--- src/rtl/core/modbus_rtu_request_framer_defines.svh ---
// Assertion macros shared by the Modbus RTU request framer RTL.
`ifndef MODBUS_RTU_REQUEST_FRAMER_DEFINES_SVH
`define MODBUS_RTU_REQUEST_FRAMER_DEFINES_SVH

// Same-cycle implication, sampled on clk and disabled during rst.
`define MRF_ASSERT_SAME(label, ante, cons, msg) \
  label: assert property (@(posedge clk) disable iff (rst) (ante) |-> (cons)) else $error(msg);

// Next-cycle implication, sampled on clk and disabled during rst.
`define MRF_ASSERT_NEXT(label, ante, cons, msg) \
  label: assert property (@(posedge clk) disable iff (rst) (ante) |=> (cons)) else $error(msg);

`endif

--- src/rtl/core/mrf_pkg.sv ---
// Shared types, constants and the CRC step for the Modbus RTU request framer.
package mrf_pkg;

  localparam int QUEUE_DEPTH = 2;

  localparam logic [7:0]  SLAVE_ADDR_RESET = 8'h01;
  localparam logic [15:0] CRC_INIT         = 16'hFFFF;
  localparam logic [15:0] CRC_POLY         = 16'hA001;

  localparam logic [7:0] FN_READ_HOLDING = 8'h03;
  localparam logic [7:0] FN_WRITE_SINGLE = 8'h06;
  localparam logic [7:0] FN_WRITE_MULTI  = 8'h10;

  localparam logic [7:0] REG_STATUS    = 8'h02;
  localparam logic [7:0] REG_HANDSHAKE = 8'h0B;
  localparam logic [7:0] REG_CURRENT   = 8'h51;
  localparam logic [7:0] REG_VOLTAGE   = 8'h00;
  localparam logic [7:0] REG_OUTPUT    = 8'h09;
  localparam logic [7:0] REG_HIGH      = 8'h00;

  localparam logic [15:0] READ_COUNT       = 16'd2;
  localparam logic [7:0]  MULTI_BYTE_COUNT = 8'h04;

  localparam logic [3:0] LEN_SINGLE = 4'd8;
  localparam logic [3:0] LEN_MULTI  = 4'd13;

  typedef enum logic [2:0] {
    CMD_READ_STATUS = 3'd0,
    CMD_HANDSHAKE   = 3'd1,
    CMD_SET_CURRENT = 3'd2,
    CMD_SET_VOLTAGE = 3'd3,
    CMD_SET_BOTH    = 3'd4,
    CMD_SET_OUTPUT  = 3'd5
  } command_t;

  // One classified request, everything the byte sequencer needs.
  typedef struct packed {
    logic [7:0]  fn;
    logic [7:0]  reg_lo;
    logic [15:0] value;
    logic        multi;
    logic [15:0] voltage;
    logic [15:0] current;
  } frame_desc_t;

  function automatic logic [15:0] crc16_byte(input logic [15:0] crc, input logic [7:0] data);
    logic [15:0] c;
    c = crc ^ {8'h00, data};
    for (int i = 0; i < 8; i++) begin
      c = c[0] ? ((c >> 1) ^ CRC_POLY) : (c >> 1);
    end
    return c;
  endfunction

endpackage

--- src/rtl/core/mrf_front.sv ---
// Command intake: classifies each command word and queues a frame descriptor for each defined one.
module mrf_front #(
  parameter int Depth = mrf_pkg::QUEUE_DEPTH
) (
  input  logic                 clk,
  input  logic                 rst,
  input  logic                 in_valid,
  output logic                 in_stall,
  input  logic [2:0]           command,
  input  logic [15:0]          current_centi,
  input  logic [15:0]          voltage_centi,
  input  logic                 output_on,
  output logic                 q_valid,
  input  logic                 q_pop,
  output mrf_pkg::frame_desc_t q_desc
);

  localparam int CntW = $clog2(Depth + 1);
  localparam int PtrW = (Depth > 1) ? $clog2(Depth) : 1;

  mrf_pkg::frame_desc_t queue_mem [Depth];
  logic [CntW-1:0]      count;
  logic [PtrW-1:0]      wr_ptr;
  logic [PtrW-1:0]      rd_ptr;
  mrf_pkg::frame_desc_t desc;
  logic                 cmd_ok;
  logic                 push;

  always_comb begin
    cmd_ok       = 1'b1;
    desc.voltage = voltage_centi;
    desc.current = current_centi;
    desc.multi   = 1'b0;
    desc.fn      = mrf_pkg::FN_WRITE_SINGLE;
    desc.reg_lo  = mrf_pkg::REG_VOLTAGE;
    desc.value   = voltage_centi;
    unique case (command)
      mrf_pkg::CMD_READ_STATUS: begin
        desc.fn     = mrf_pkg::FN_READ_HOLDING;
        desc.reg_lo = mrf_pkg::REG_STATUS;
        desc.value  = mrf_pkg::READ_COUNT;
      end
      mrf_pkg::CMD_HANDSHAKE: begin
        desc.fn     = mrf_pkg::FN_READ_HOLDING;
        desc.reg_lo = mrf_pkg::REG_HANDSHAKE;
        desc.value  = mrf_pkg::READ_COUNT;
      end
      mrf_pkg::CMD_SET_CURRENT: begin
        desc.reg_lo = mrf_pkg::REG_CURRENT;
        desc.value  = current_centi;
      end
      mrf_pkg::CMD_SET_VOLTAGE: begin
        desc.reg_lo = mrf_pkg::REG_VOLTAGE;
        desc.value  = voltage_centi;
      end
      mrf_pkg::CMD_SET_BOTH: begin
        desc.fn     = mrf_pkg::FN_WRITE_MULTI;
        desc.reg_lo = mrf_pkg::REG_VOLTAGE;
        desc.value  = mrf_pkg::READ_COUNT;
        desc.multi  = 1'b1;
      end
      mrf_pkg::CMD_SET_OUTPUT: begin
        desc.reg_lo = mrf_pkg::REG_OUTPUT;
        desc.value  = {15'd0, output_on};
      end
      default: begin
        // Undefined command codes are taken and dropped without a frame.
        cmd_ok = 1'b0;
      end
    endcase
  end

  assign in_stall = (count == CntW'(Depth));
  assign push     = in_valid && !in_stall && cmd_ok;
  assign q_valid  = (count != '0);
  assign q_desc   = queue_mem[rd_ptr];

  always_ff @(posedge clk) begin
    if (rst) begin
      count  <= '0;
      wr_ptr <= '0;
      rd_ptr <= '0;
    end else begin
      if (push) begin
        queue_mem[wr_ptr] <= desc;
        wr_ptr <= (wr_ptr == PtrW'(Depth - 1)) ? '0 : wr_ptr + 1'b1;
      end
      if (q_pop) begin
        rd_ptr <= (rd_ptr == PtrW'(Depth - 1)) ? '0 : rd_ptr + 1'b1;
      end
      unique case ({push, q_pop})
        2'b10:   count <= count + 1'b1;
        2'b01:   count <= count - 1'b1;
        default: count <= count;
      endcase
    end
  end

endmodule

--- src/rtl/core/mrf_back.sv ---
// Byte sequencer: walks one descriptor out as frame bytes with a running CRC.
module mrf_back (
  input  logic                 clk,
  input  logic                 rst,
  input  logic [7:0]           slave_addr,
  input  logic                 q_valid,
  output logic                 q_pop,
  input  mrf_pkg::frame_desc_t q_desc,
  output logic                 out_valid,
  input  logic                 out_stall,
  output logic [7:0]           frame_byte,
  output logic                 last_byte
);

  mrf_pkg::frame_desc_t desc;
  logic                 busy;
  logic [3:0]           idx;
  logic [15:0]          crc;
  logic [3:0]           frame_len;
  logic [7:0]           byte_sel;
  logic                 is_crc;
  logic                 is_last;
  logic                 load;

  assign frame_len = desc.multi ? mrf_pkg::LEN_MULTI : mrf_pkg::LEN_SINGLE;
  assign is_last   = (idx == frame_len - 4'd1);
  assign is_crc    = (idx == frame_len - 4'd2) || is_last;
  assign load      = busy && (!out_valid || !out_stall);
  assign q_pop     = q_valid && !busy;

  always_comb begin
    priority if (is_last) begin
      byte_sel = crc[15:8];
    end else if (is_crc) begin
      byte_sel = crc[7:0];
    end else begin
      unique case (idx)
        4'd0:    byte_sel = slave_addr;
        4'd1:    byte_sel = desc.fn;
        4'd2:    byte_sel = mrf_pkg::REG_HIGH;
        4'd3:    byte_sel = desc.reg_lo;
        4'd4:    byte_sel = desc.value[15:8];
        4'd5:    byte_sel = desc.value[7:0];
        4'd6:    byte_sel = mrf_pkg::MULTI_BYTE_COUNT;
        4'd7:    byte_sel = desc.voltage[15:8];
        4'd8:    byte_sel = desc.voltage[7:0];
        4'd9:    byte_sel = desc.current[15:8];
        4'd10:   byte_sel = desc.current[7:0];
        default: byte_sel = 8'h00;
      endcase
    end
  end

  always_ff @(posedge clk) begin
    if (rst) begin
      busy      <= 1'b0;
      out_valid <= 1'b0;
    end else begin
      if (load) begin
        out_valid <= 1'b1;
      end else if (out_valid && !out_stall) begin
        out_valid <= 1'b0;
      end
      if (q_pop) begin
        busy <= 1'b1;
        desc <= q_desc;
        idx  <= '0;
        crc  <= mrf_pkg::CRC_INIT;
      end else if (load) begin
        frame_byte <= byte_sel;
        last_byte  <= is_last;
        idx        <= idx + 4'd1;
        if (!is_crc) begin
          crc <= mrf_pkg::crc16_byte(crc, byte_sel);
        end
        if (is_last) begin
          busy <= 1'b0;
        end
      end
    end
  end

endmodule

--- src/rtl/core/modbus_rtu_request_framer.sv ---
// A frame's first byte passes the command queue, descriptor register and output register.
// The sequencer emits one byte per cycle while out_stall is low; frames are 8 bytes for
// single-register requests and 13 for set-both, and are sent one frame at a time.
// A two-word command queue lets intake run ahead while the byte sequencer is stalled.
// Reset empties the queue and output register and sets the slave address to 1.
`include "modbus_rtu_request_framer_defines.svh"

module modbus_rtu_request_framer #(
  parameter int QueueDepth = mrf_pkg::QUEUE_DEPTH
) (
  input  logic        clk,
  input  logic        rst,
  input  logic        cfg_valid,
  output logic        cfg_ready,
  input  logic [7:0]  slave_address,
  input  logic        in_valid,
  output logic        in_stall,
  input  logic [2:0]  command,
  input  logic [15:0] current_centi,
  input  logic [15:0] voltage_centi,
  input  logic        output_on,
  output logic        out_valid,
  input  logic        out_stall,
  output logic [7:0]  frame_byte,
  output logic        last_byte
);

  logic                 [7:0] slave_addr;
  logic                 q_valid;
  logic                 q_pop;
  mrf_pkg::frame_desc_t q_desc;
  logic                 cmd_taken;
  logic                 out_wait;

  assign cfg_ready = 1'b1;

  always_ff @(posedge clk) begin
    if (rst) begin
      slave_addr <= mrf_pkg::SLAVE_ADDR_RESET;
    end else if (cfg_valid && cfg_ready) begin
      slave_addr <= slave_address;
    end
  end

  mrf_front #(
    .Depth(QueueDepth)
  ) u_front (
    .clk           (clk),
    .rst           (rst),
    .in_valid      (in_valid),
    .in_stall      (in_stall),
    .command       (command),
    .current_centi (current_centi),
    .voltage_centi (voltage_centi),
    .output_on     (output_on),
    .q_valid       (q_valid),
    .q_pop         (q_pop),
    .q_desc        (q_desc)
  );

  mrf_back u_back (
    .clk        (clk),
    .rst        (rst),
    .slave_addr (slave_addr),
    .q_valid    (q_valid),
    .q_pop      (q_pop),
    .q_desc     (q_desc),
    .out_valid  (out_valid),
    .out_stall  (out_stall),
    .frame_byte (frame_byte),
    .last_byte  (last_byte)
  );

  assign cmd_taken = in_valid && !in_stall && (command <= mrf_pkg::CMD_SET_OUTPUT);
  assign out_wait  = out_valid && out_stall;

  `MRF_ASSERT_SAME(a_pop_needs_word, q_pop, q_valid, "sequencer popped an empty queue")
  `MRF_ASSERT_NEXT(a_cmd_queued, cmd_taken, q_valid, "accepted command did not reach the queue")
  `MRF_ASSERT_NEXT(a_out_held, out_wait, out_valid && $stable(frame_byte), "stalled word moved")

endmodule

--- config.mk ---
export PLATFORM = sky130hd
export DESIGN_NAME = modbus_rtu_request_framer
export DESIGN_NICKNAME = d
export VERILOG_FILES = /design/src/rtl/core/mrf_pkg.sv /design/src/rtl/core/mrf_front.sv /design/src/rtl/core/mrf_back.sv /design/src/rtl/core/modbus_rtu_request_framer.sv
export VERILOG_INCLUDE_DIRS = /design/src /design/src/rtl/core
export SDC_FILE = /design/constraint.sdc
export NUM_CORES = 1
export LEC_CHECK = 0
export ABC_AREA = 1
export BUFFER_PORTS_ARGS = -buffer_cell sky130_fd_sc_hd__buf_2
export CELL_PAD_IN_SITES_DETAIL_PLACEMENT = 0
export CELL_PAD_IN_SITES_GLOBAL_PLACEMENT = 1
export CORE_MARGIN = 5
export CORE_UTILIZATION = 45
export DETAILED_ROUTE_END_ITERATION = 8
export PLACE_DENSITY_LB_ADDON = 0.12
export SYNTH_ARGS = -nofsm -noshare
export SYNTH_HDL_FRONTEND = slang
export SYNTH_SLANG_ARGS = --single-unit
--- constraint.sdc ---
create_clock -name clk -period 8.5 [get_ports clk]
set_clock_uncertainty 0.15 [all_clocks]
set_input_delay 1.7 -clock clk [delete_from_list [all_inputs] [get_ports clk]]
set_output_delay 1.7 -clock clk [all_outputs]
set_load 0.005 [all_outputs]
; ---- Word-level counts from Yosys, hierarchy flattened
; Memory sizes are Yosys's and may differ from the RTL's. A register that Yosys moved wholly into a read port is not among the register bits.
; Index checks and enable logic that the tools add are counted.
[word_totals]
ram_bits = 122
mem_count = 1
elab_cells = 106
input_bits = 49
register_bits = 59
[classes]
eq_ne = 20
n_reduce_logical = 25
bitwise_logic = 11
mux = 30
addsub = 7
[mem_list]
columns = name, depth, width, rd, rd_ports_with_merged_regs, wr, line
row1 = u_front.queue_mem, 2, 61, 1, 1, 1, mrf_front.sv:21  ; mrf_pkg::frame_desc_t queue_mem [Depth];
[ops]
columns = operator, count
row1 = $mux W16, 10
row2 = $pmux W23 S5, 1
row3 = $pmux W8 S10, 1
row4 = $not A2 Y3, 8
row5 = $eq A4 B3 Y1 const B, 4
row6 = $mux W8, 2
row7 = $xor A16 B8 Y16, 1
row8 = $eq A4 B4 Y1 const B, 3
row9 = $mux W1, 12
row10 = $pmux W5 S2, 1
row11 = $reduce_bool A2 Y1, 5
row12 = $eq A4 B4 Y1, 2
row13 = $eq A3 B2 Y1 const B, 2
row14 = $eq A3 B3 Y1 const B, 2
row15 = $reduce_and A2 Y1, 3
row16 = $reduce_and A3 Y1, 2
row17 = $reduce_or A6 Y1, 1
row18 = $logic_and A1 B1 Y1, 5
row19 = $add A4 B1 Y4 const B, 1
row20 = $eq A2 B2 Y1 const B, 2
row21 = $eq A4 B1 Y1 const B, 1
row22 = $eq A4 B2 Y1 const B, 1
row23 = $logic_not A1 Y1, 4
row24 = $logic_not A4 Y1, 1
row25 = other kinds (15), 18

; ---- Longest topological paths before layout
[logic_depth]
depth_word = 25
ltp_mapped = 25
depth_no_buf = 25

; ---- Modules after synthesis
; From an unflattened synthesis, not the netlist that was laid out.
[hier_totals]
cells_unflattened = 822
area_unflattened_um2 = 9806.9
[by_module_without_submodules]
columns = module, area_each_um2, cells_each, instances, seq_area_each_um2
row1 = mrf_back, 4828.4, 486, 1, 2862.7
row2 = mrf_front, 4628.2, 284, 1, 3463.3
row3 = modbus_rtu_request_framer, 350.3, 52, 1, 160.2

; ---- Worst setup path after synthesis
; No wires, ideal clock.
[synth_path]
kind = input to register
start = input in_valid
end = memory u_front.queue_mem[1][0] (netlist bit), enable pin
n_path_buf = 0
stages = 5
path_slack_ns = 2.004
arrival_ns = 5.808
path_cell_list = inv_1 nor2_1 o21a_1 inv_1 nor3_1
[synth_between]
elab_chain_len = 5
[synth_lines]
columns = item, line
row1 = start: declaration, modbus_rtu_request_framer.sv:16  ; input logic in_valid,
row2 = $logic_and A1 B1 Y1 (2 in a row), mrf_front.sv:74  ; assign push = in_valid && !in_stall && cmd_ok;
row3 = $mux W1, mrf_front.sv:84  ; if (push) begin
row4 = $mux W1, mrf_front.sv:79  ; if (rst) begin
row5 = $mux W1 (implied by the code), mrf_front.sv:85  ; queue_mem[wr_ptr] <= desc;
row6 = end: declaration, mrf_front.sv:21
; Every way passes these cells.

; ---- Final worst setup path
[layout_path]
start = register u_back.idx[0]
end = register u_back.crc[0] (data pin)
[layout_between]
elab_chain_len = 16
word_cells_on_any_way = 34
[layout_lines]
columns = item, line
row1 = start: declaration, mrf_back.sv:17  ; logic [3:0] idx;
row2 = start signal: assignment, mrf_back.sv:72  ; idx <= idx + 4'd1;
row3 = "$eq A4 B4 Y1, or another cell as far along", mrf_back.sv:37  ; unique case (idx)
row4 = $pmux W8 S10 or $logic_or A1 B1 Y1 (tied branches), "mrf_back.sv:37, mrf_back.sv:27"
row5 = $mux W8, mrf_back.sv:34  ; end else if (is_crc) begin
row6 = $mux W8 (*), mrf_back.sv:32  ; priority if (is_last) begin
row7 = $xor A16 B8 Y16 (*), mrf_pkg.sv:48  ; c = crc ^ {8'h00, data};
row8 = $mux W16 (*) (6 in a row), mrf_pkg.sv:50  ; c = c[0] ? ((c >> 1) ^ CRC_POLY) : (c >> 1);
row9 = $not A2 Y3 (no line) or $mux W16 (tied branches), -
row10 = $mux W16 (*) (2 in a row), mrf_pkg.sv:50
row11 = $mux W16 (*), mrf_back.sv:73  ; if (!is_crc) begin
row12 = $mux W16 (*), mrf_back.sv:69  ; end else if (load) begin
row13 = end signal: assignment, mrf_back.sv:68  ; crc <= mrf_pkg::CRC_INIT;
row14 = end signal: assignment, mrf_back.sv:74  ; crc <= mrf_pkg::crc16_byte(crc, byte_sel);
row15 = end: declaration, mrf_back.sv:18  ; logic [15:0] crc;
; Mark *: on every way between the ends. The rest lies on a longest branch, timed or not. The select of a mux whose other input is x is not followed.
; A chain may end at the register's enable or synchronous reset.

==> results by group <==
Timing
  – Slew Limit Headroom: 44.7%
  – Setup TNS: 0 ns
  – Final Hold Fails: 0
  – Fin crit share: 40.6%
  – Fmax: 289 MHz
  – Final max-slew violation count: 0
  – Worst slew pin tran: 0.830 ns
  – Final setup fails: 0
  – Final min period: 3.45 ns
  – RSZ-0062 raised after global routing: false

Floorplanning
  – I/O pins: 61
  – Die height: 151 um
  – Die area: 0.0229 mm2
  – Core footprint: 0.0196 mm2
  – Initial core utilization: 45.9%
  – Rows: 51
  – Die width: 151 um

Worst setup path
  – Worst Path Max Fanout: 8
  – Path type of the worst setup path: reg -> reg
  – Nature of the critical path startpoint: register
  – Crit path from: u_back.idx[0]
  – R2r setup slk: 5.05 ns
  – Data required, critical path: 8.60 ns
  – R2r startpoint: u_back.idx[0]
  – R2r endpoint: u_back.crc[0]
  – R2R depth: 23
  – Worst setup path end: u_back.crc[0]
  – Worst setup EP type: register
  – CP arrival: 3.55 ns

Placed design
  – PortBufs: 59
  – DP HPWL: 12.5 mm
  – Routability Congestion: 0.874
  – Inst Count DP: 1112

Drt
  – Antenna viol nets, final: 0
  – Drt drc: 0
  – Mean routed wirelength per cell: 16.3 um
  – DR iter-0 viols: 509
  – Pre-antenna DRT Iters: 5
  – Via count: 5729
  – Met3 WL: 885 um
  – M1 WL: 8.50 mm
  – Via density: 4.97
  – DR WL met2: 9.00 mm
  – Top Layer Used: met4
  – Final WL: 18.8 mm

Status
  – Outcome: complete, no violations

Synthesis
  – Cell accounting for the most synthesized area: edfxtp_1
  – Syn Nets: 855
  – Mapped Avg Cell Area: 11.2 um2
  – Post-synth ARST share: 0%
  – Post-synthesis sequential area ratio: 68.9%
  – Synth Cell Area: 0.00900 mm2
  – Top_reg_cell synth: edfxtp_1
  – Synth Register Bits: 211
  – Gate count after technology mapping: 801
  – Main area contributors after synthesis: edfxtp_1 (66%), nand2_1 (12%), dfxtp_1 (3.1%)
  – Syn. warnings: 0
  – Yosys top cell area share: 65.7%
  – Post-synth cell types: 38
  – EDFF count, synth: 197

Power and ir drop
  – Final Total Pwr: 3.91 mW
  – Leak Pwr: 4.26 nW
  – Power density cells: 376 mW/mm2
  – Max VDD drop: 0.148 mV

Final layout
  – Area of the multi-input gates: 0.00249 mm2
  – Final cell count without fillers: 1153
  – Area Overhead vs Synth: 15.5%
  – Number of fill cells in the layout: 1717
  – Final net count: 926
  – Ant. Diodes: 0
  – Seq. cell area: 0.00620 mm2
  – Layout cells sized above 1: 18.0%

Global route
  – First-pass GRT wire length: 30.5 mm
  – Initial antenna violation count: 0
  – Pin count of the biggest net entering global routing: 60
  – Total Routing Usage GR: 17.0%
  – Number of global-route vias before repair: 5718
  – GRT Residual Overflow: 0

Clock network
  – Cts bufs inserted: 23
  – Clk_lat worst skew: 0.51 ns
  – CTS clk-pin slew, worst paths: 0.06 ns
  – CTS H-tree lvls: 1
  – PostCTS Resize Cnt: 0
  – Clock root cell: clkbuf_16
  – Setup repair bufs after CTS: 0
  – Clk sinks: 211
  – Hold-fix buffers at CTS: 0
  – CTS Buffer Depth: 3
  – CTS tree: done

Worst hold path
  – Worst Hold Class: reg -> reg

Job
  – Max Cap Violations: 0
-- layout by cell type, fill, tap and decap left out, drive strengths merged, types with 2 or more instances in the layout --
cell / instances
clkbuf: 25
inv: 59
ha: 5
a21oi: 21
nor2: 55
nand4: 11
a22o: 15
dfxtp: 14
buf: 68
bufinv: 4
edfxtp: 197
nand2: 305
xor2: 5
nor3: 2
o21ai: 25
a221oi: 2
clkinv: 10
nand3: 55
or2: 5
-- sequential cells by signal (all words and copies together), names as in the netlist --
signal             count
u_back.last_byte       1
u_front.count          2
u_back.idx             4
u_front.wr_ptr         1
u_back.busy            1
u_back.frame_byte      8
u_front.queue_mem    112
u_front.rd_ptr         1
slave_addr             8
u_back.crc            16
u_back.desc           56
u_back.out_valid       1
-- power breakdown --
part           switching (mW)  internal, mW
Clock                   0.398         0.619
Combinational           0.932         0.413
Sequential             0.0962          1.45
-- per-stage QoR --
stage	area, um2	hold WS, ns	setup WS, ns	util, %
6_report	10400	0.318	5.05	53.0
5_1_grt	10400	0.342	4.67	53.0
4_1_cts	10400	0.316	5.03	53.0
3_5_place_dp	9610	0.307	4.95	49.1
3_3_place_gp	9610	0.298	5.02	49.1
2_1_floorplan	9000	0.279	2.00	-
-- cell families (layout without fill, tap and decap cells) --
| kind of cell | after synthesis | after routing | share of synthesized area [%] |
|---|---|---|---|
| AOI/OAI and AO/OA | 65 | 65 | 4.46 |
| xor gates and xnor gates | 5 | 5 | 0.570 |
| adders and majority gates | 5 | 5 | 0.695 |
| buffers and inverters | 80 | 167 | 3.77 |
| DFF | 211 | 211 | 68.9 |
| other | 1 | 1 | 0.0417 |
| and+or+nand+nor | 434 | 434 | 21.6 |
-- critical path, stage by stage (launching register included) --
cell and delay, ns:
edfxtp_1 0.49, inv_1 0.15, ha_1 0.31, inv_1 0.13, nor2_4 0.25, nand2_1 0.09
nand2_1 0.07, inv_1 0.04, nand3_1 0.10, nand2_1 0.10, nand2_2 0.09, nand3_1 0.08
nand2_2 0.11, nand2_1 0.07, nand2_2 0.08, nand2_1 0.07, nand3_1 0.08, nand3_2 0.11
nand2_2 0.12, nand2_1 0.09, nand3_1 0.14, nand3_2 0.10, nand3_1 0.10, nand3_1 0.07
-- cell usage after synthesis, types with 6 or more instances --
cell type    n
nand2_1    284
edfxtp_1   197
inv_1       50
nand3_1     49
nor2_1      47
o21ai_0     22
a21oi_1     20
clkbuf_1    17
a22o_1      15
dfxtp_1     14
nand2_2     13
nand4_1     11
nand2_4      7
nand3_2      6
-- worst min path at each step --
stage	slack [ns]	cells past startpoint	from	to
after floorplan	0.28	2	slave_addr[0]	slave_addr[0]
after global placement	0.30	2	u_front.wr_ptr	u_front.wr_ptr
after detailed placement	0.31	2	u_front.wr_ptr	u_front.wr_ptr
after CTS	0.32	2	u_front.wr_ptr	u_front.wr_ptr
after global routing	0.34	2	u_front.wr_ptr	u_front.wr_ptr
final	0.32	2	u_front.wr_ptr	u_front.wr_ptr
-- final cells by class --
type / instances / area share [%]
timing repair buffer: 68 / 3.49
tap: 265 / 3.19
multi-input combinational: 510 / 24.0
inverter: 58 / 2.22
clock buffer: 25 / 5.61
sequential: 211 / 59.6
clock inverter: 16 / 1.85
-- per-layer routing --
metal / global-route usage (%) / vias up
met4: 4.03 / 0
met5: 0 / -
met2: 28.3 / 126
met1: 23.7 / 2704
li1: - / 2868
met3: 2.51 / 31
(Power assumes the default switching activity.)
